## src/sv/sdc_pkg.sv

```systemverilog
package sdc_pkg;

   typedef struct packed {
      logic        cmd;
      logic [7:0]  byte_address;
      logic [31:0] write_data;
      logic [7:0]  slave_in_byte;
   } sdc_req_type;

   typedef struct packed {
      logic [31:0] read_data;
      logic        byte_exchanged;
      logic [7:0]  slave_out_byte;
      logic [1:0]  active_select;
      logic [2:0]  release_mask;
      logic        tx_dma_request;
      logic        rx_dma_request;
      logic [1:0]  access_error;
   } sdc_rsp_type;

   typedef struct packed {
      logic commit;
   } sdc_cmd_type;

   localparam logic CMD_READ  = 1'b0;
   localparam logic CMD_WRITE = 1'b1;

   localparam logic [1:0] ERR_OK    = 2'd0;
   localparam logic [1:0] ERR_ADDR  = 2'd1;
   localparam logic [1:0] ERR_EMPTY = 2'd2;

   localparam logic [7:0] LAST_ADDR = 8'h38;

   localparam logic [3:0] REG_SETUP0   = 4'd0;
   localparam logic [3:0] REG_SETUP1   = 4'd1;
   localparam logic [3:0] REG_SETUP2   = 4'd2;
   localparam logic [3:0] REG_CONTROL  = 4'd3;
   localparam logic [3:0] REG_SETUP4   = 4'd4;
   localparam logic [3:0] REG_SEND     = 4'd5;
   localparam logic [3:0] REG_GET      = 4'd6;
   localparam logic [3:0] REG_RD_STAT  = 4'd7;
   localparam logic [3:0] REG_RD_EN    = 4'd8;
   localparam logic [3:0] REG_RD_CLR   = 4'd9;
   localparam logic [3:0] REG_WR_STAT  = 4'd10;
   localparam logic [3:0] REG_WR_EN    = 4'd11;
   localparam logic [3:0] REG_WR_CLR   = 4'd12;

   localparam int FL_SEND_BIT = 0;
   localparam int FL_RECV_BIT = 1;
   localparam int FL_CONT_BIT = 2;

   localparam logic [12:0] COUNT_FULL = 13'h1000;

endpackage

```

## src/sv/sdc_req_if.sv

```systemverilog
interface sdc_req_if;
   logic        valid;
   logic        ready;
   logic        cmd;
   logic [7:0]  byte_address;
   logic [31:0] write_data;
   logic [7:0]  slave_in_byte;

   modport source (output valid, output cmd, output byte_address, output write_data,
                   output slave_in_byte, input ready);
   modport sink (input valid, input cmd, input byte_address, input write_data,
                 input slave_in_byte, output ready);
endinterface

```

## src/sv/sdc_rsp_if.sv

```systemverilog
interface sdc_rsp_if;
   logic        valid;
   logic        ready;
   logic [31:0] read_data;
   logic        byte_exchanged;
   logic [7:0]  slave_out_byte;
   logic [1:0]  active_select;
   logic [2:0]  release_mask;
   logic        tx_dma_request;
   logic        rx_dma_request;
   logic [1:0]  access_error;

   modport source (output valid, output read_data, output byte_exchanged,
                   output slave_out_byte, output active_select, output release_mask,
                   output tx_dma_request, output rx_dma_request, output access_error,
                   input ready);
   modport sink (input valid, input read_data, input byte_exchanged,
                 input slave_out_byte, input active_select, input release_mask,
                 input tx_dma_request, input rx_dma_request, input access_error,
                 output ready);
endinterface

```

## src/sv/sdc_controller.sv

```systemverilog
module sdc_controller (
   input  logic                clock,
   input  logic                reset,
   input  logic                req_valid,
   output logic                req_ready,
   output logic                rsp_valid,
   input  logic                rsp_ready,
   output sdc_pkg::sdc_cmd_type cmd
);

   typedef enum logic [1:0] {
      ST_IDLE = 2'b01,
      ST_RESP = 2'b10
   } ctrl_state_type;

   ctrl_state_type state_ff, state_in;

   assign req_ready  = (state_ff == ST_IDLE);
   assign rsp_valid  = (state_ff == ST_RESP);
   assign cmd.commit = req_valid && req_ready;

   always_comb begin
      state_in = state_ff;
      unique case (state_ff)
         ST_IDLE: begin
            if (req_valid) state_in = ST_RESP;
         end
         ST_RESP: begin
            if (rsp_ready) state_in = ST_IDLE;
         end
         default: state_in = ST_IDLE;
      endcase
   end

   always_ff @(posedge clock) begin
      if (reset) begin
         state_ff <= ST_IDLE;
      end else begin
         state_ff <= state_in;
      end
   end

   // An accepted transfer always produces exactly one pending result.
   a_accept_gives_rsp: assert property (@(posedge clock) disable iff (reset)
      (req_valid && req_ready) |=> (rsp_valid && !req_ready))
      else $error("accepted transfer did not produce a result");

   a_rsp_then_idle: assert property (@(posedge clock) disable iff (reset)
      (rsp_valid && rsp_ready) |=> (req_ready && !rsp_valid))
      else $error("controller did not return to idle after result transfer");

   a_exclusive: assert property (@(posedge clock) disable iff (reset)
      !(req_ready && rsp_valid))
      else $error("request and result sides active together");

endmodule

```

## src/sv/sdc_datapath.sv

```systemverilog
module sdc_datapath #(
   parameter int NUM_SELECTS = 3
) (
   input  logic                 clock,
   input  logic                 reset,
   input  sdc_pkg::sdc_cmd_type cmd,
   input  sdc_pkg::sdc_req_type req,
   input  logic                 csr_write_enable,
   input  logic [2:0]           csr_write_data,
   output sdc_pkg::sdc_rsp_type rsp
);

   typedef struct packed {
      logic [31:0] sw0;
      logic [31:0] sw1;
      logic [31:0] sw2;
      logic [11:0] sw4;
      logic [2:0]  ctl;     // stored control bits 29, 28 and 26
      logic [12:0] qcount;
      logic [2:0]  qflags;
      logic [1:0]  qsel;
      logic [12:0] scnt;
      logic [12:0] rcnt;
      logic [2:0]  cflags;
      logic [1:0]  csel;
      logic [3:0]  ris;
      logic [3:0]  rie;
      logic [4:0]  wis;
      logic [4:0]  wie;
      logic [1:0]  dma;
      logic [2:0]  rel;
   } sdc_state_type;

   localparam sdc_state_type STATE_RESET = '{ris: 4'h1, wis: 5'h11, default: '0};
   localparam logic [2:0] SEL_MASK = 3'((1 << NUM_SELECTS) - 1);

   sdc_state_type        state_ff, state_in, s;
   sdc_pkg::sdc_rsp_type rsp_ff, rsp_in;
   logic [2:0]           mask_ff;
   logic [3:0]           regi;
   logic [31:0]          rd;
   logic                 xch;
   logic [7:0]           sout;
   logic [1:0]           err;

   function automatic logic attached(input logic [1:0] sel, input logic [2:0] m);
      logic r;
      r = 1'b0;
      if (int'(sel) < NUM_SELECTS) begin
         case (sel)
            2'd0:    r = m[0];
            2'd1:    r = m[1];
            2'd2:    r = m[2];
            default: r = 1'b0;
         endcase
      end
      return r;
   endfunction

   function automatic logic is_idle(input sdc_state_type st);
      return (st.scnt == 13'd0) && (st.rcnt == 13'd0);
   endfunction

   function automatic sdc_state_type end_txn(input sdc_state_type st, input logic [2:0] m);
      sdc_state_type r;
      r = st;
      if (r.cflags[sdc_pkg::FL_SEND_BIT] || r.cflags[sdc_pkg::FL_RECV_BIT]) begin
         r.cflags[sdc_pkg::FL_SEND_BIT] = 1'b0;
         r.cflags[sdc_pkg::FL_RECV_BIT] = 1'b0;
         if (attached(r.csel, m)) r.rel = r.rel | 3'(3'b001 << r.csel);
         r.wis[4] = 1'b1;
      end
      return r;
   endfunction

   function automatic sdc_state_type refresh(input sdc_state_type st);
      sdc_state_type r;
      r = st;
      if (is_idle(r)) begin
         r.dma = r.qflags[1:0];
         if (r.qflags[sdc_pkg::FL_RECV_BIT]) r.wis[1] = 1'b1;
      end else begin
         r.dma = 2'b00;
      end
      return r;
   endfunction

   function automatic sdc_state_type promote(input sdc_state_type st, input logic [2:0] m);
      sdc_state_type r;
      r = st;
      if (r.csel != r.qsel) r = end_txn(r, m);
      r.cflags = r.qflags;
      r.csel   = r.qsel;
      r.rcnt   = r.qflags[sdc_pkg::FL_RECV_BIT] ? r.qcount : 13'd0;
      r.scnt   = r.qflags[sdc_pkg::FL_SEND_BIT] ? r.qcount : 13'd0;
      r.qflags = r.qflags & 3'b100;
      r = refresh(r);
      return r;
   endfunction

   function automatic sdc_state_type finish(input sdc_state_type st, input logic [2:0] m);
      sdc_state_type r;
      r = st;
      if (!r.cflags[sdc_pkg::FL_CONT_BIT]) r = end_txn(r, m);
      r = refresh(r);
      r.ris[0] = 1'b1;
      r.wis[0] = 1'b1;
      return r;
   endfunction

   assign regi = req.byte_address[5:2];

   always_comb begin
      s     = state_ff;
      s.rel = 3'b000;
      rd    = 32'd0;
      xch   = 1'b0;
      sout  = 8'd0;
      err   = sdc_pkg::ERR_OK;
      if (req.byte_address[1:0] != 2'b00 || req.byte_address > sdc_pkg::LAST_ADDR) begin
         err = sdc_pkg::ERR_ADDR;
      end else if (req.cmd == sdc_pkg::CMD_WRITE) begin
         unique case (regi)
            sdc_pkg::REG_SETUP0: s.sw0 = req.write_data;
            sdc_pkg::REG_SETUP1: s.sw1 = req.write_data;
            sdc_pkg::REG_SETUP2: s.sw2 = req.write_data;
            sdc_pkg::REG_CONTROL: begin
               s.ctl    = {req.write_data[29], req.write_data[28], req.write_data[26]};
               s.qcount = (req.write_data[11:0] == 12'd0) ? sdc_pkg::COUNT_FULL
                                                           : {1'b0, req.write_data[11:0]};
               s.qflags = {req.write_data[27], req.write_data[25], req.write_data[24]};
               s.qsel   = req.write_data[17:16];
               if (req.write_data[26]) s = end_txn(s, mask_ff);
               s = refresh(s);
            end
            sdc_pkg::REG_SETUP4: s.sw4 = req.write_data[11:0];
            sdc_pkg::REG_SEND: begin
               if (s.qcount != 13'd0 && s.qflags[sdc_pkg::FL_SEND_BIT] && is_idle(s))
                  s = promote(s, mask_ff);
               if (s.scnt != 13'd0) begin
                  s.scnt = s.scnt - 13'd1;
                  if (attached(s.csel, mask_ff)) begin
                     xch  = 1'b1;
                     sout = req.write_data[7:0];
                  end
                  if (is_idle(s)) s = finish(s, mask_ff);
               end else begin
                  err = sdc_pkg::ERR_EMPTY;
               end
               s.ris[1] = 1'b1;
            end
            sdc_pkg::REG_RD_EN:  s.rie = req.write_data[3:0];
            sdc_pkg::REG_RD_CLR: s.ris = s.ris & ~req.write_data[3:0];
            sdc_pkg::REG_WR_EN:  s.wie = req.write_data[4:0];
            sdc_pkg::REG_WR_CLR: s.wis = s.wis & ~req.write_data[4:0];
            default: ;
         endcase
      end else begin
         unique case (regi)
            sdc_pkg::REG_SETUP0: rd = s.sw0;
            sdc_pkg::REG_SETUP1: rd = s.sw1;
            sdc_pkg::REG_SETUP2: rd = s.sw2;
            sdc_pkg::REG_CONTROL: begin
               rd = {2'b00, s.ctl[2], s.ctl[1], s.qflags[2], s.ctl[0], s.qflags[1],
                     s.qflags[0], 6'd0, s.qsel, 3'd0, s.qcount};
            end
            sdc_pkg::REG_SETUP4: rd = {20'd0, s.sw4};
            sdc_pkg::REG_GET: begin
               rd = 32'h0000_00ff;
               if (s.qcount != 13'd0 && s.qflags[sdc_pkg::FL_RECV_BIT] && is_idle(s))
                  s = promote(s, mask_ff);
               if (s.rcnt != 13'd0) begin
                  s.rcnt = s.rcnt - 13'd1;
                  if (attached(s.csel, mask_ff)) begin
                     xch  = 1'b1;
                     sout = 8'hff;
                     rd   = {24'd0, req.slave_in_byte};
                  end
                  if (is_idle(s)) s = finish(s, mask_ff);
               end else begin
                  err = sdc_pkg::ERR_EMPTY;
               end
            end
            sdc_pkg::REG_RD_STAT: rd = {28'd0, s.ris};
            sdc_pkg::REG_RD_EN:   rd = {28'd0, s.rie};
            sdc_pkg::REG_WR_STAT: rd = {27'd0, s.wis};
            sdc_pkg::REG_WR_EN:   rd = {27'd0, s.wie};
            default: ;
         endcase
      end
      state_in = s;
      rsp_in.read_data      = rd;
      rsp_in.byte_exchanged = xch;
      rsp_in.slave_out_byte = sout;
      rsp_in.active_select  = s.csel;
      rsp_in.release_mask   = s.rel;
      rsp_in.tx_dma_request = s.dma[0];
      rsp_in.rx_dma_request = s.dma[1];
      rsp_in.access_error   = err;
   end

   always_ff @(posedge clock) begin
      if (reset) begin
         state_ff <= STATE_RESET;
         mask_ff  <= 3'b111;
         rsp_ff   <= '0;
      end else begin
         if (csr_write_enable) mask_ff <= csr_write_data;
         if (cmd.commit) begin
            state_ff <= state_in;
            rsp_ff   <= rsp_in;
         end
      end
   end

   assign rsp = rsp_ff;

   a_err_code: assert property (@(posedge clock) disable iff (reset)
      rsp_ff.access_error != 2'd3)
      else $error("undefined access error code");

   a_xch_ok: assert property (@(posedge clock) disable iff (reset)
      rsp_ff.byte_exchanged |-> (rsp_ff.access_error == sdc_pkg::ERR_OK))
      else $error("byte exchanged on a failed access");

   a_release_range: assert property (@(posedge clock) disable iff (reset)
      (rsp_ff.release_mask & ~SEL_MASK) == 3'b000)
      else $error("release of a select beyond the configured count");

   // A busy transfer never raises a DMA request.
   a_dma_idle: assert property (@(posedge clock) disable iff (reset)
      !is_idle(state_ff) |-> (state_ff.dma == 2'b00))
      else $error("DMA request while a transfer is in progress");

endmodule

```

## src/sv/spi_dma_descriptor_controller_unit.sv

```systemverilog
// SPI controller register block with queued transfers and DMA request levels.
// The req_ch channel carries one register access per transfer: cmd (0 read,
// 1 write), byte_address, write_data and the byte returned by the selected
// slave. Each accepted access yields exactly one result on rsp_ch: read data,
// the byte exchanged with the slave, the active chip select, the selects
// released by this access, both DMA request levels and an error code.
// The csr_ port writes the device-present mask (one bit per chip select).
// An access is accepted and its result is registered on the same edge, so
// rsp_ch.valid rises in the cycle after acceptance. The block handles
// one access at a time: a new access is accepted in the cycle after the
// result transfer. The controller state machine alone sets this pacing.
// While the receiver stalls, the result is held and req_ch.ready stays low.
// Reset clears all transfer state, sets the interrupt status registers to
// their idle values and the device-present mask to all ones.
module spi_dma_descriptor_controller_unit #(
   parameter int NUM_SELECTS = 3
) (
   input  logic            clock,
   input  logic            reset,
   sdc_req_if.sink         req_ch,
   sdc_rsp_if.source       rsp_ch,
   input  logic            csr_write_enable,
   input  logic [2:0]      csr_write_data
);

   sdc_pkg::sdc_cmd_type cmd;
   sdc_pkg::sdc_req_type req;
   sdc_pkg::sdc_rsp_type rsp;

   assign req.cmd           = req_ch.cmd;
   assign req.byte_address  = req_ch.byte_address;
   assign req.write_data    = req_ch.write_data;
   assign req.slave_in_byte = req_ch.slave_in_byte;

   sdc_controller u_ctrl (
      .clock     (clock),
      .reset     (reset),
      .req_valid (req_ch.valid),
      .req_ready (req_ch.ready),
      .rsp_valid (rsp_ch.valid),
      .rsp_ready (rsp_ch.ready),
      .cmd       (cmd)
   );

   sdc_datapath #(
      .NUM_SELECTS (NUM_SELECTS)
   ) u_dp (
      .clock            (clock),
      .reset            (reset),
      .cmd              (cmd),
      .req              (req),
      .csr_write_enable (csr_write_enable),
      .csr_write_data   (csr_write_data),
      .rsp              (rsp)
   );

   assign rsp_ch.read_data      = rsp.read_data;
   assign rsp_ch.byte_exchanged = rsp.byte_exchanged;
   assign rsp_ch.slave_out_byte = rsp.slave_out_byte;
   assign rsp_ch.active_select  = rsp.active_select;
   assign rsp_ch.release_mask   = rsp.release_mask;
   assign rsp_ch.tx_dma_request = rsp.tx_dma_request;
   assign rsp_ch.rx_dma_request = rsp.rx_dma_request;
   assign rsp_ch.access_error   = rsp.access_error;

endmodule
```

## src/flat_wrapper.sv

```systemverilog
// flat-port wrapper written by rule: the top's interface ports become plain ports
module spi_dma_descriptor_controller_unit_flat 
#(
   parameter int NUM_SELECTS = 3
)
  (clock, reset, csr_write_enable, csr_write_data, req_ch_valid, req_ch_cmd, req_ch_byte_address, req_ch_write_data, req_ch_slave_in_byte, req_ch_ready, rsp_ch_valid, rsp_ch_read_data, rsp_ch_byte_exchanged, rsp_ch_slave_out_byte, rsp_ch_active_select, rsp_ch_release_mask, rsp_ch_tx_dma_request, rsp_ch_rx_dma_request, rsp_ch_access_error, rsp_ch_ready);
  sdc_req_if req_ch_i ();
  sdc_rsp_if rsp_ch_i ();
  input  logic clock;
  input  logic reset;
  input  logic csr_write_enable;
  input  logic [2:0] csr_write_data;
  input wire logic [$bits(req_ch_i.valid)-1:0] req_ch_valid;
  input wire logic [$bits(req_ch_i.cmd)-1:0] req_ch_cmd;
  input wire logic [$bits(req_ch_i.byte_address)-1:0] req_ch_byte_address;
  input wire logic [$bits(req_ch_i.write_data)-1:0] req_ch_write_data;
  input wire logic [$bits(req_ch_i.slave_in_byte)-1:0] req_ch_slave_in_byte;
  output wire logic [$bits(req_ch_i.ready)-1:0] req_ch_ready;
  output wire logic [$bits(rsp_ch_i.valid)-1:0] rsp_ch_valid;
  output wire logic [$bits(rsp_ch_i.read_data)-1:0] rsp_ch_read_data;
  output wire logic [$bits(rsp_ch_i.byte_exchanged)-1:0] rsp_ch_byte_exchanged;
  output wire logic [$bits(rsp_ch_i.slave_out_byte)-1:0] rsp_ch_slave_out_byte;
  output wire logic [$bits(rsp_ch_i.active_select)-1:0] rsp_ch_active_select;
  output wire logic [$bits(rsp_ch_i.release_mask)-1:0] rsp_ch_release_mask;
  output wire logic [$bits(rsp_ch_i.tx_dma_request)-1:0] rsp_ch_tx_dma_request;
  output wire logic [$bits(rsp_ch_i.rx_dma_request)-1:0] rsp_ch_rx_dma_request;
  output wire logic [$bits(rsp_ch_i.access_error)-1:0] rsp_ch_access_error;
  input wire logic [$bits(rsp_ch_i.ready)-1:0] rsp_ch_ready;
  assign req_ch_i.valid = req_ch_valid;
  assign req_ch_i.cmd = req_ch_cmd;
  assign req_ch_i.byte_address = req_ch_byte_address;
  assign req_ch_i.write_data = req_ch_write_data;
  assign req_ch_i.slave_in_byte = req_ch_slave_in_byte;
  assign req_ch_ready = req_ch_i.ready;
  assign rsp_ch_valid = rsp_ch_i.valid;
  assign rsp_ch_read_data = rsp_ch_i.read_data;
  assign rsp_ch_byte_exchanged = rsp_ch_i.byte_exchanged;
  assign rsp_ch_slave_out_byte = rsp_ch_i.slave_out_byte;
  assign rsp_ch_active_select = rsp_ch_i.active_select;
  assign rsp_ch_release_mask = rsp_ch_i.release_mask;
  assign rsp_ch_tx_dma_request = rsp_ch_i.tx_dma_request;
  assign rsp_ch_rx_dma_request = rsp_ch_i.rx_dma_request;
  assign rsp_ch_access_error = rsp_ch_i.access_error;
  assign rsp_ch_i.ready = rsp_ch_ready;
  spi_dma_descriptor_controller_unit #(.NUM_SELECTS(NUM_SELECTS)) u_core (.clock(clock), .reset(reset), .req_ch(req_ch_i), .rsp_ch(rsp_ch_i), .csr_write_enable(csr_write_enable), .csr_write_data(csr_write_data));
endmodule
```

## config.mk

```make
export PLATFORM = sky130hd
export DESIGN_NAME = spi_dma_descriptor_controller_unit_flat
export DESIGN_NICKNAME = d
export VERILOG_FILES = /design/src/sv/sdc_pkg.sv /design/src/sv/sdc_req_if.sv /design/src/sv/sdc_rsp_if.sv /design/src/sv/sdc_controller.sv /design/src/sv/sdc_datapath.sv /design/src/sv/spi_dma_descriptor_controller_unit.sv /design/src/flat_wrapper.sv
export SDC_FILE = /design/constraint.sdc
export NUM_CORES = 1
export LEC_CHECK = 0
export BUFFER_PORTS_ARGS = -buffer_cell sky130_fd_sc_hd__buf_2
export CAP_MARGIN = 20
export CORE_ASPECT_RATIO = 1.25
export CORE_MARGIN = 1.5
export CORE_UTILIZATION = 52
export CTS_BUF_LIST = sky130_fd_sc_hd__clkbuf_8 sky130_fd_sc_hd__clkbuf_16
export CTS_CLUSTER_SIZE = 25
export DETAILED_ROUTE_END_ITERATION = 6
export PLACE_DENSITY = 0.8
export SETUP_SLACK_MARGIN = 0.4
export SKIP_LAST_GASP = 1
export SLEW_MARGIN = 10
export SYNTH_ARGS = -nofsm -noshare
export SYNTH_HDL_FRONTEND = slang
export SYNTH_SLANG_ARGS = --single-unit
```

## constraint.sdc

```tcl
create_clock -name clock -period 9.4 [get_ports clock]
set_input_delay 0.94 -clock clock [delete_from_list [all_inputs] [get_ports clock]]
set_output_delay 0.94 -clock clock [all_outputs]
set_load 0.02 [all_outputs]
```

==> results of run 1 <==
-- per-stage QoR --
stage               setup slack (ns)  hold slack [ns]
floorplan                       5.69            0.410
global placement                4.82            0.438
detailed placement              4.63            0.441
CTS                             4.47            0.449
global route                    3.87            0.470
finish                          4.13            0.447
-- worst max-delay path, cell delays in order (launching register included) --
cell and delay [ns]:
dfxtp_1 0.39, nor3_1 0.45, nand4_2 0.56, nor3_2 0.77, a21oi_1 0.26, ha_1 0.31, nor2b_1 0.17, nand2_1 0.09
o22a_1 0.39, or4b_1 0.68, a31oi_1 0.17, nor2_1 0.46, o21ai_0 0.24, a21oi_1 0.20
-- routing by layer --
metal / wire (um) / vias to the layer above
met5: 11 / -
met4: 3090 / 2
met3: 3870 / 218
met2: 21200 / 806
met1: 16700 / 6311
li1: - / 6043
-- area by class of cell --
| cell class | count | area (um2) | area share |
|---|---|---|---|
| antenna | 1 | 2.50 | 0.000182 |
| clock buffer | 32 | 722 | 0.0524 |
| clock inverter | 13 | 130 | 0.00945 |
| inverter | 18 | 67.6 | 0.00491 |
| multi-input combinational | 1270 | 7130 | 0.518 |
| sequential | 231 | 4620 | 0.336 |
| tap | 288 | 360 | 0.0262 |
| timing repair buffer | 131 | 734 | 0.0533 |
-- sequential cells by signal, indices dropped and copies added (netlist names) --
| name | cells |
|---|---|
| u_core.u_dp.state_ff | 178 |
| u_core.u_dp.rsp | 48 |
| u_core.u_dp.mask_ff | 3 |
| u_core.u_ctrl.state_ff | 2 |
-- power by group --
| part | switching (mW) | internal, mW | total, mW |
|---|---|---|---|
| Clock | 0.418 | 0.598 | 1.02 |
| Sequential | 0.00233 | 0.981 | 0.983 |
| Combinational | 0.0806 | 0.0248 | 0.105 |
-- cells in the final DEF, fill, tap and decap left out, drive strengths merged, types with 9 or more instances in the layout --
| cell type | netlist | routed |
|---|---|---|
| or4 | 9 | 9 |
| a222oi | 15 | 15 |
| a211oi | 24 | 24 |
| o21ai | 62 | 62 |
| mux2i | 18 | 18 |
| and3 | 9 | 9 |
| nor3b | 9 | 9 |
| buf | 26 | 131 |
| nor2 | 127 | 127 |
| nand3 | 121 | 121 |
| xnor2 | 14 | 14 |
| dfxtp | 231 | 231 |
| clkbuf | 114 | 32 |
| nand2b | 22 | 22 |
| a22oi | 64 | 64 |
| nor2b | 14 | 14 |
| inv | 18 | 23 |
| nor4 | 23 | 23 |
| a31oi | 22 | 22 |
| or3 | 15 | 15 |
| a21oi | 227 | 227 |
| and2 | 17 | 17 |
| nand4 | 15 | 15 |
| nand2 | 275 | 275 |
| or2 | 11 | 11 |
| nor3 | 48 | 48 |
-- cells by family (layout without fill, tap and decap cells) --
family / after synthesis / in the layout / synth area share
flops: 231 / 231 / 0.375
mux: 20 / 20 / 0.0164
xor+xnor: 18 / 18 / 0.0128
other cells: 0 / 1 / 0
fa+ha+maj: 6 / 6 / 0.00588
buf+inv: 158 / 194 / 0.0507
simple gates: 735 / 735 / 0.289
compound gates: 491 / 491 / 0.251
-- how the worst min path moves through the flow --
stage / from / to / slack (ns) / cells after the start
3_5_place_dp: u_core.u_dp.rsp[9]$_SDFFE_PP0P_ / u_core.u_dp.rsp[9]$_SDFFE_PP0P_ / 0.44 / 2
6_report: u_core.u_dp.rsp[23]$_SDFFE_PP0P_ / u_core.u_dp.rsp[23]$_SDFFE_PP0P_ / 0.45 / 2
3_3_place_gp: u_core.u_dp.rsp[20]$_SDFFE_PP0P_ / u_core.u_dp.rsp[20]$_SDFFE_PP0P_ / 0.44 / 2
4_1_cts: u_core.u_dp.rsp[9]$_SDFFE_PP0P_ / u_core.u_dp.rsp[9]$_SDFFE_PP0P_ / 0.45 / 2
5_1_grt: u_core.u_dp.state_ff[143]$_SDFFE_PP0P_ / u_core.u_dp.state_ff[143]$_SDFFE_PP0P_ / 0.47 / 2
2_1_floorplan: u_core.u_dp.state_ff[12]$_SDFFE_PP0P_ / u_core.u_dp.state_ff[12]$_SDFFE_PP0P_ / 0.41 / 2
==> impl_metrics.ini, run 1 <==
[finish]
drive_above_1_share = 0.129
final_nets = 1739
instances_no_fill = 1984
fillerInstances = 2068
syn2layout_area_growth_pct = 11.6
fin_util = 0.596
stdcell_area_um2 = 13800

[placement]
dp_cells = 1937
hpwlAfterDp_mm = 29.6
port-buffer-count = 108
gp_congestion = 1.05
place_area_um2 = 12900

[cts]
cts_hold_buf = 0
cts.htree.levels = 1
cts_setup_buffers = 0
clkTransAtPathRegs_ns = 0.06
cts_tree = yes
clk_path_buf_depth = 3
cts_resized = 0
cts.sinks = 231
clk_latency_ns = 0.53
cts_buffers = 25
root_buffer = clkbuf_16

[global_route]
antenna_found_initial = 1
grt_first_pass_wirelength_mm = 69.6
grt_pass1_vias = 12558
grt_max_degree = 116
grt_use_met3 = 0.0578
use_met2 = 0.590
grt_overflow = 0
grt-busiest-layer = met2
grt_usage = 0.355
grt_util_met1 = 0.424

[worst_setup_path]
cp-start-kind = flip-flop
timing.rr.start = u_core.u_dp.state_ff[45]$_SDFFE_PP0P_
r2r_slack_ns = 4.13
setup.worst_path.end_class = flip-flop
ff2ff_path_depth = 13
critPathArrivalTime_ns = 5.71
worstSetupEndpoint = u_core.u_dp.rsp[14]$_SDFFE_PP0P_
crit_start = u_core.u_dp.state_ff[45]$_SDFFE_PP0P_
r2r_end = u_core.u_dp.rsp[14]$_SDFFE_PP0P_
cp.required_ns = 9.84
crit_fanout = 15
path_class = reg -> reg

[drt]
totalWireLength_mm = 44.9
vias_per_cell = 6.74
dr.pass1.iters = 6
vias = 13380
ant_nets = 0
drc_errors = 0
wire_per_inst_um = 22.7
first_iter_violations = 1682

[timing]
max_slew.worst_pin.slew_ns = 1.16
slew_headroom = 0.226
fin_tns_setup_ns = 0
rsz0062_at_grt = false
hold_viol_final = 0
slew_viol_final = 0
post-route-period-util = 0.561
finalClockSkew_ns = 0.0185
fmax_ghz = 0.190
final-setup-viol-count = 0
fin_crit_ns = 5.27

[floorplanning]
die_w_um = 141
die_y_um = 175
dieArea_um2 = 24700
ioPinCount = 109
core_region_area_um2 = 23100
initial_core_util = 0.534
row_count = 62

[power]
peakVddDrop_mv = 0.138
total_power_mw = 2.10
power_density_nw_per_um2 = 153
leakage_nw = 4.91

[synthesis]
ys_seq_area_frac = 0.375
synth_nets = 1721
synth-main-ff-cell = dfxtp_1
synth.distinct_cells = 87
synth_area_leaders = dfxtp_1 37%, a21oi_1 9.1%, nand2_1 8.4%
async_flop_share = 0
synth_area_um2 = 12300
synth-edff-count = 0
synth_most_common_cell = nand2_1
postSynthRegisterBits = 231
ys_warn_count = 0
synth_top_area_cell = dfxtp_1
synth_top_area_share = 0.375
avgSynthCellArea_um2 = 7.44
synthTopCellsByCount = 275 x nand2_1, 231 x dfxtp_1, 225 x a21oi_1
synth_cells = 1659

[job]
cap_violations = 0

[run_status]
status = completed

[worst_hold_path]
hold_class = reg -> reg
No activity file was read; power rests on OpenSTA's default activity.
==> inputs of run 2 (changes only) <==
Settings changed: PLACE_DENSITY 0.8 to 0.83.
Clock period 9.4 ns to 4.8 ns, I/O delays scaled along.
==> run 2 against run 1 <==
  * Setup slack worse by 3.5 ns
  * Combinational power is 97% higher
  * Cell area is 1.5% higher
  * Clock skew hardly changed
  * Sequential cell count stayed put
  * Critical path type unchanged
  * Largest cell class unchanged
==> impl_metrics.ini, run 2 (same netlist as run 1, synthesis figures left out) <==
[placement]
port-buffer-count = 108
gp_congestion = 1.06
hpwlAfterDp_mm = 31.1
place_area_um2 = 13100

[floorplanning]
die_w_um = 141
dieArea_um2 = 24700
initial_core_util = 0.534
die_y_um = 175
core_region_area_um2 = 23100
ioPinCount = 109
row_count = 62

[global_route]
grt_first_pass_wirelength_mm = 71.4
grt_pass1_vias = 12908
grt_usage = 0.365
grt_max_degree = 114
grt_overflow = 0
antenna_found_initial = 0

[cts]
cts_hold_buf = 0
clk_path_buf_depth = 3
cts_buffers = 24
cts.sinks = 231
cts.htree.levels = 1
cts_tree = yes
clk_latency_ns = 0.53
clkTransAtPathRegs_ns = 0.07
cts_setup_buffers = 0
root_buffer = clkbuf_16

[power]
power_density_nw_per_um2 = 296
clkPwrFrac = 0.485
swShare = 0.235
total_power_mw = 4.14
peakVddDrop_mv = 0.283
leakage_nw = 5.05
power_switching_uw = 970
intPower_mw = 3.17
p_comb_frac = 0.050
seq_power_share = 0.465

[finish]
syn2layout_area_growth_pct = 13.3
final_common_cell = nand2_1
stdcell_area_um2 = 14000
largest_reg_flops = 178
largest-register = u_core.u_dp.state_ff
drive_above_1_share = 0.144
final_cell_mix = 275 x nand2_1, 228 x dfxtp_1, 222 x a21oi_1
diodes = 0
final_nets = 1764

[timing]
finalClockSkew_ns = 0.0181
slew_viol_final = 0
rsz0062_at_grt = false
hold_viol_final = 0
fin_crit_ns = 4.21
post-route-period-util = 0.877
fmax_ghz = 0.238
fin_tns_setup_ns = 0
slew_headroom = 0.241
max_slew.worst_pin.slew_ns = 1.14
final-setup-viol-count = 0

[drt]
vias = 13573
totalWireLength_mm = 46.2
first_iter_violations = 1904
dr.pass1.iters = 7
wire_per_inst_um = 23.0
vias_per_cell = 6.77
ant_nets = 0
drc_errors = 0

[worst_setup_path]
r2r_end = u_core.u_dp.state_ff[4]$_SDFFE_PP0P_
cpMostUsedCell = nand3_1
cp.required_ns = 5.24
critical-path-top-delay-family = simple AND/OR/NAND/NOR gates
critical_path_buf_inv_count = 1
ff2ff_path_depth = 15
timing.rr.start = u_core.u_dp.state_ff[28]$_SDFFE_PP0P_
crit_path_max_incr_delay_ns = 0.54
r2r_slack_ns = 0.59
crit_chain = nor3_2 -> nand3_1 -> nor3_1 -> a21oi_2 -> ha_1 -> or3b_2 -> nor2_1 -> o21ai_0 -> nand4_1 -> nor4_2 -> buf_4 -> and4b_1 -> nand3_1 -> and3_1 -> a221oi_2
crit_fanout = 9
path_class = reg -> reg
cp-start-kind = flip-flop
crit_slowest_cell = nor3_2
setup.worst_path.end_class = flip-flop
critPathArrivalTime_ns = 4.65

[run_status]
status = completed

[job]
cap_violations = 0

[worst_hold_path]
hold_class = in -> reg
hold_path_end = u_core.u_dp.mask_ff[0]$_SDFFE_PP1P_
hold_depth = 3
hold_path_startpoint = csr_write_data[0]
run 2: through the flow:
stage	hold WS, ns	util	setup slack (ns)	instances
2_1_floorplan	0.410	-	1.09	1659
6_report	0.173	0.605	0.591	2006
4_1_cts	0.174	0.603	0.570	2006
3_3_place_gp	0.429	0.566	0.683	1964
5_1_grt	0.192	0.605	0.449	2006
3_5_place_dp	0.439	0.566	0.597	1964
run 2: power by group through the flow:
stage          combinational (mW)  sequential (mW)  clock (mW)
2_1_floorplan               0.114             1.97           0
3_3_place_gp                0.196             1.97           0
3_5_place_dp                0.198             1.97           0
4_1_cts                     0.199             1.92        2.00
5_1_grt                     0.217             1.92        2.08
6_report                    0.207             1.93        2.00
run 2: layout make-up:
| cell class | instances | area, um2 |
|---|---|---|
| tap | 288 | 360 |
| sequential | 231 | 4630 |
| clock inverter | 11 | 139 |
| timing repair buffer | 157 | 917 |
| clock buffer | 31 | 708 |
| multi-input combinational | 1270 | 7160 |
| fill | 2075 | 9140 |
| inverter | 18 | 67.6 |
run 2: layer usage:
metal  vias up  GRT usage  share of wire
li1       6089          -              -
met1      6350      0.424           0.35
met2       875      0.615           0.47
met3       259     0.0663          0.096
met4         0      0.243          0.077
met5         -          0              0
run 2: worst max-delay path by stage:
stage	startpoint	cells after the start	slack (ns)	to
5_1_grt	u_core.u_dp.state_ff[28]$_SDFFE_PP0P_	13	0.45	u_core.u_dp.state_ff[14]$_SDFFE_PP1P_
3_5_place_dp	u_core.u_dp.state_ff[30]$_SDFFE_PP0P_	16	0.60	u_core.u_dp.state_ff[4]$_SDFFE_PP0P_
3_3_place_gp	u_core.u_dp.state_ff[45]$_SDFFE_PP0P_	15	0.68	u_core.u_dp.state_ff[4]$_SDFFE_PP0P_
2_1_floorplan	u_core.u_dp.state_ff[45]$_SDFFE_PP0P_	16	1.09	u_core.u_dp.rsp[10]$_SDFFE_PP0P_
4_1_cts	u_core.u_dp.state_ff[30]$_SDFFE_PP0P_	16	0.57	u_core.u_dp.state_ff[4]$_SDFFE_PP0P_
6_report	u_core.u_dp.state_ff[28]$_SDFFE_PP0P_	15	0.59	u_core.u_dp.state_ff[4]$_SDFFE_PP0P_
run 2: what timing repair did:
action                                  in CTS  in global routing
endpoints found under the setup margin       0                 24
endpoints found under the hold margin        0                  0
gates resized for setup                      0                  9
run 2: worst reg2reg max path: stages (launching register included):
cell and delay, ns:
dfxtp_1 0.35, nor3_2 0.54, nand3_1 0.27, nor3_1 0.51, a21oi_2 0.15, ha_1 0.25
or3b_2 0.26, nor2_1 0.07, o21ai_0 0.16, nand4_1 0.17, nor4_2 0.30, buf_4 0.19
and4b_1 0.38, nand3_1 0.12, and3_1 0.19, a221oi_2 0.21
==> inputs of run 3 (changes only) <==
Settings changed: PLACE_DENSITY 0.83 to 0.8, SLEW_MARGIN 10 to not set.
Clock period 4.8 ns to 4.15 ns, I/O delays scaled along.
==> run 3 against run 2 <==
  * Clock skew shrank 0.0049 ns
  * Register-to-register slack lost 0.09 ns
  * Sequential cell count is the same
  * Non-clock buffer count grew 56
  * Clock-buffer cell count shrank 1
  * Largest cell class unchanged
==> impl_metrics.ini, run 3 (same netlist as run 1, synthesis figures left out) <==
[run_status]
status = completed

[global_route]
grt_overflow = 0
grt_pass1_vias = 12800
grt_usage = 0.358
antenna_found_initial = 1
grt_first_pass_wirelength_mm = 70.3
grt_max_degree = 103

[placement]
port-buffer-count = 108
gp_congestion = 1.07
hpwlAfterDp_mm = 31.6
dp_cells = 2014

[finish]
final_cell_mix = 274 x nand2_1, 220 x a21oi_1, 211 x dfxtp_1
fin_util = 0.633
largest_reg_flops = 178
instances_no_fill = 2064
diodes = 0
syn2layout_area_growth_pct = 18.5
largest-register = u_core.u_dp.state_ff
final_common_cell = nand2_1
final_nets = 1820
drive_above_1_share = 0.193

[worst_setup_path]
crit_slowest_cell = nor4_1
path_class = reg -> reg
crit_start = u_core.u_dp.state_ff[49]$_SDFFE_PP0P_
ff2ff_path_depth = 11
crit_fanout = 8
timing.rr.start = u_core.u_dp.state_ff[49]$_SDFFE_PP0P_
crit_chain = nor3_4 -> nand4_4 -> buf_4 -> nor4_1 -> a2111oi_2 -> nor3b_2 -> mux2i_2 -> nor3_2 -> a32oi_1 -> o32ai_1 -> a32o_1
setup.worst_path.end_class = flip-flop
crit_path_max_incr_delay_ns = 0.87
critPathArrivalTime_ns = 4.07
cp.required_ns = 4.57
cp-start-kind = flip-flop

[job]
cap_violations = 0

[timing]
finalClockSkew_ns = 0.0132
fmax_ghz = 0.274
fin_crit_ns = 3.65
final-setup-viol-count = 0
whs_ns = 0.109
slew_viol_final = 0
rsz0062_at_grt = true
post-route-period-util = 0.880
fin_tns_setup_ns = 0
max_slew.worst_pin.slew_ns = 1.14
slew_headroom = 0.241
hold_viol_final = 0

[floorplanning]
die_w_um = 141
row_count = 62
ioPinCount = 109
dieArea_um2 = 24700
core_region_area_um2 = 23100
die_y_um = 175
initial_core_util = 0.534

[drt]
totalWireLength_mm = 45.7
dr.pass1.iters = 6
vias = 13701
first_iter_violations = 1948
ant_nets = 0
drc_errors = 0
wire_per_inst_um = 22.2
vias_per_cell = 6.64

[cts]
clk_latency_ns = 0.53
cts_buffers = 24
cts.sinks = 231
cts_hold_buf = 0
clkTransAtPathRegs_ns = 0.07
cts.htree.levels = 1
cts_tree = yes
clk_path_buf_depth = 3
root_buffer = clkbuf_16

[power]
total_power_mw = 4.81
peakVddDrop_mv = 0.362
power_density_nw_per_um2 = 329
leakage_nw = 5.37

[worst_hold_path]
hold_path_startpoint = csr_write_data[2]
hold_depth = 3
hold_class = in -> reg
## run 3: critical path: cells and delay by family, from the launching register on
kind	cells	cell delay [ns]
buffers and inverters	1	0.26
DFF	1	0.37
muxes	1	0.34
and+or+nand+nor	5	1.83
AOI/OAI and AO/OA	4	0.73
## run 3: routing by layer
metal  global-route usage  part of all wire  vias to the layer above
met5                    0           0.00026                        -
met4                0.238             0.071                        2
met3               0.0510             0.084                      233
met2                0.602              0.48                      808
met1                0.423              0.37                     6446
li1                     -                 -                     6212
## run 3: stage by stage
step | cell area [um2] | setup WS, ns
after CTS | 14400 | 0.364
after global routing | 14600 | 0.373
after global placement | 13500 | 0.271
after floorplan | 12300 | 0.440
after detailed placement | 13500 | 0.226
final | 14600 | 0.499
## run 3: where the power goes
part	leakage, nW	total, mW	switching [mW]	internal, mW
Clock	0.424	2.34	0.963	1.38
Combinational	3.07	0.242	0.183	0.0590
Sequential	1.87	2.22	0.00496	2.21
## run 3: area by class of cell
cell class / count / area [um2]
fill: 2039 / 8490
multi-input combinational: 1270 / 7300
sequential: 231 / 4670
timing repair buffer: 213 / 1360
clock buffer: 30 / 694
tap: 288 / 360
clock inverter: 14 / 165
inverter: 18 / 67.6
## run 3: repair_timing
item	in CTS	in global routing
pin swaps	1	9
endpoints found under the hold margin	0	0
setup endpoints to repair	18	36
resized for setup	8	59
setup buffers	0	6
## run 3: path summary, 6_finish.rpt
path                                          to  slack (ns)
max              u_core.u_dp.rsp[6]$_SDFFE_PP0P_        0.50
min          u_core.u_dp.mask_ff[2]$_SDFFE_PP1P_        0.11
max reg2reg      u_core.u_dp.rsp[6]$_SDFFE_PP0P_        0.50
min reg2reg     u_core.u_dp.rsp[14]$_SDFFE_PP0P_        0.45
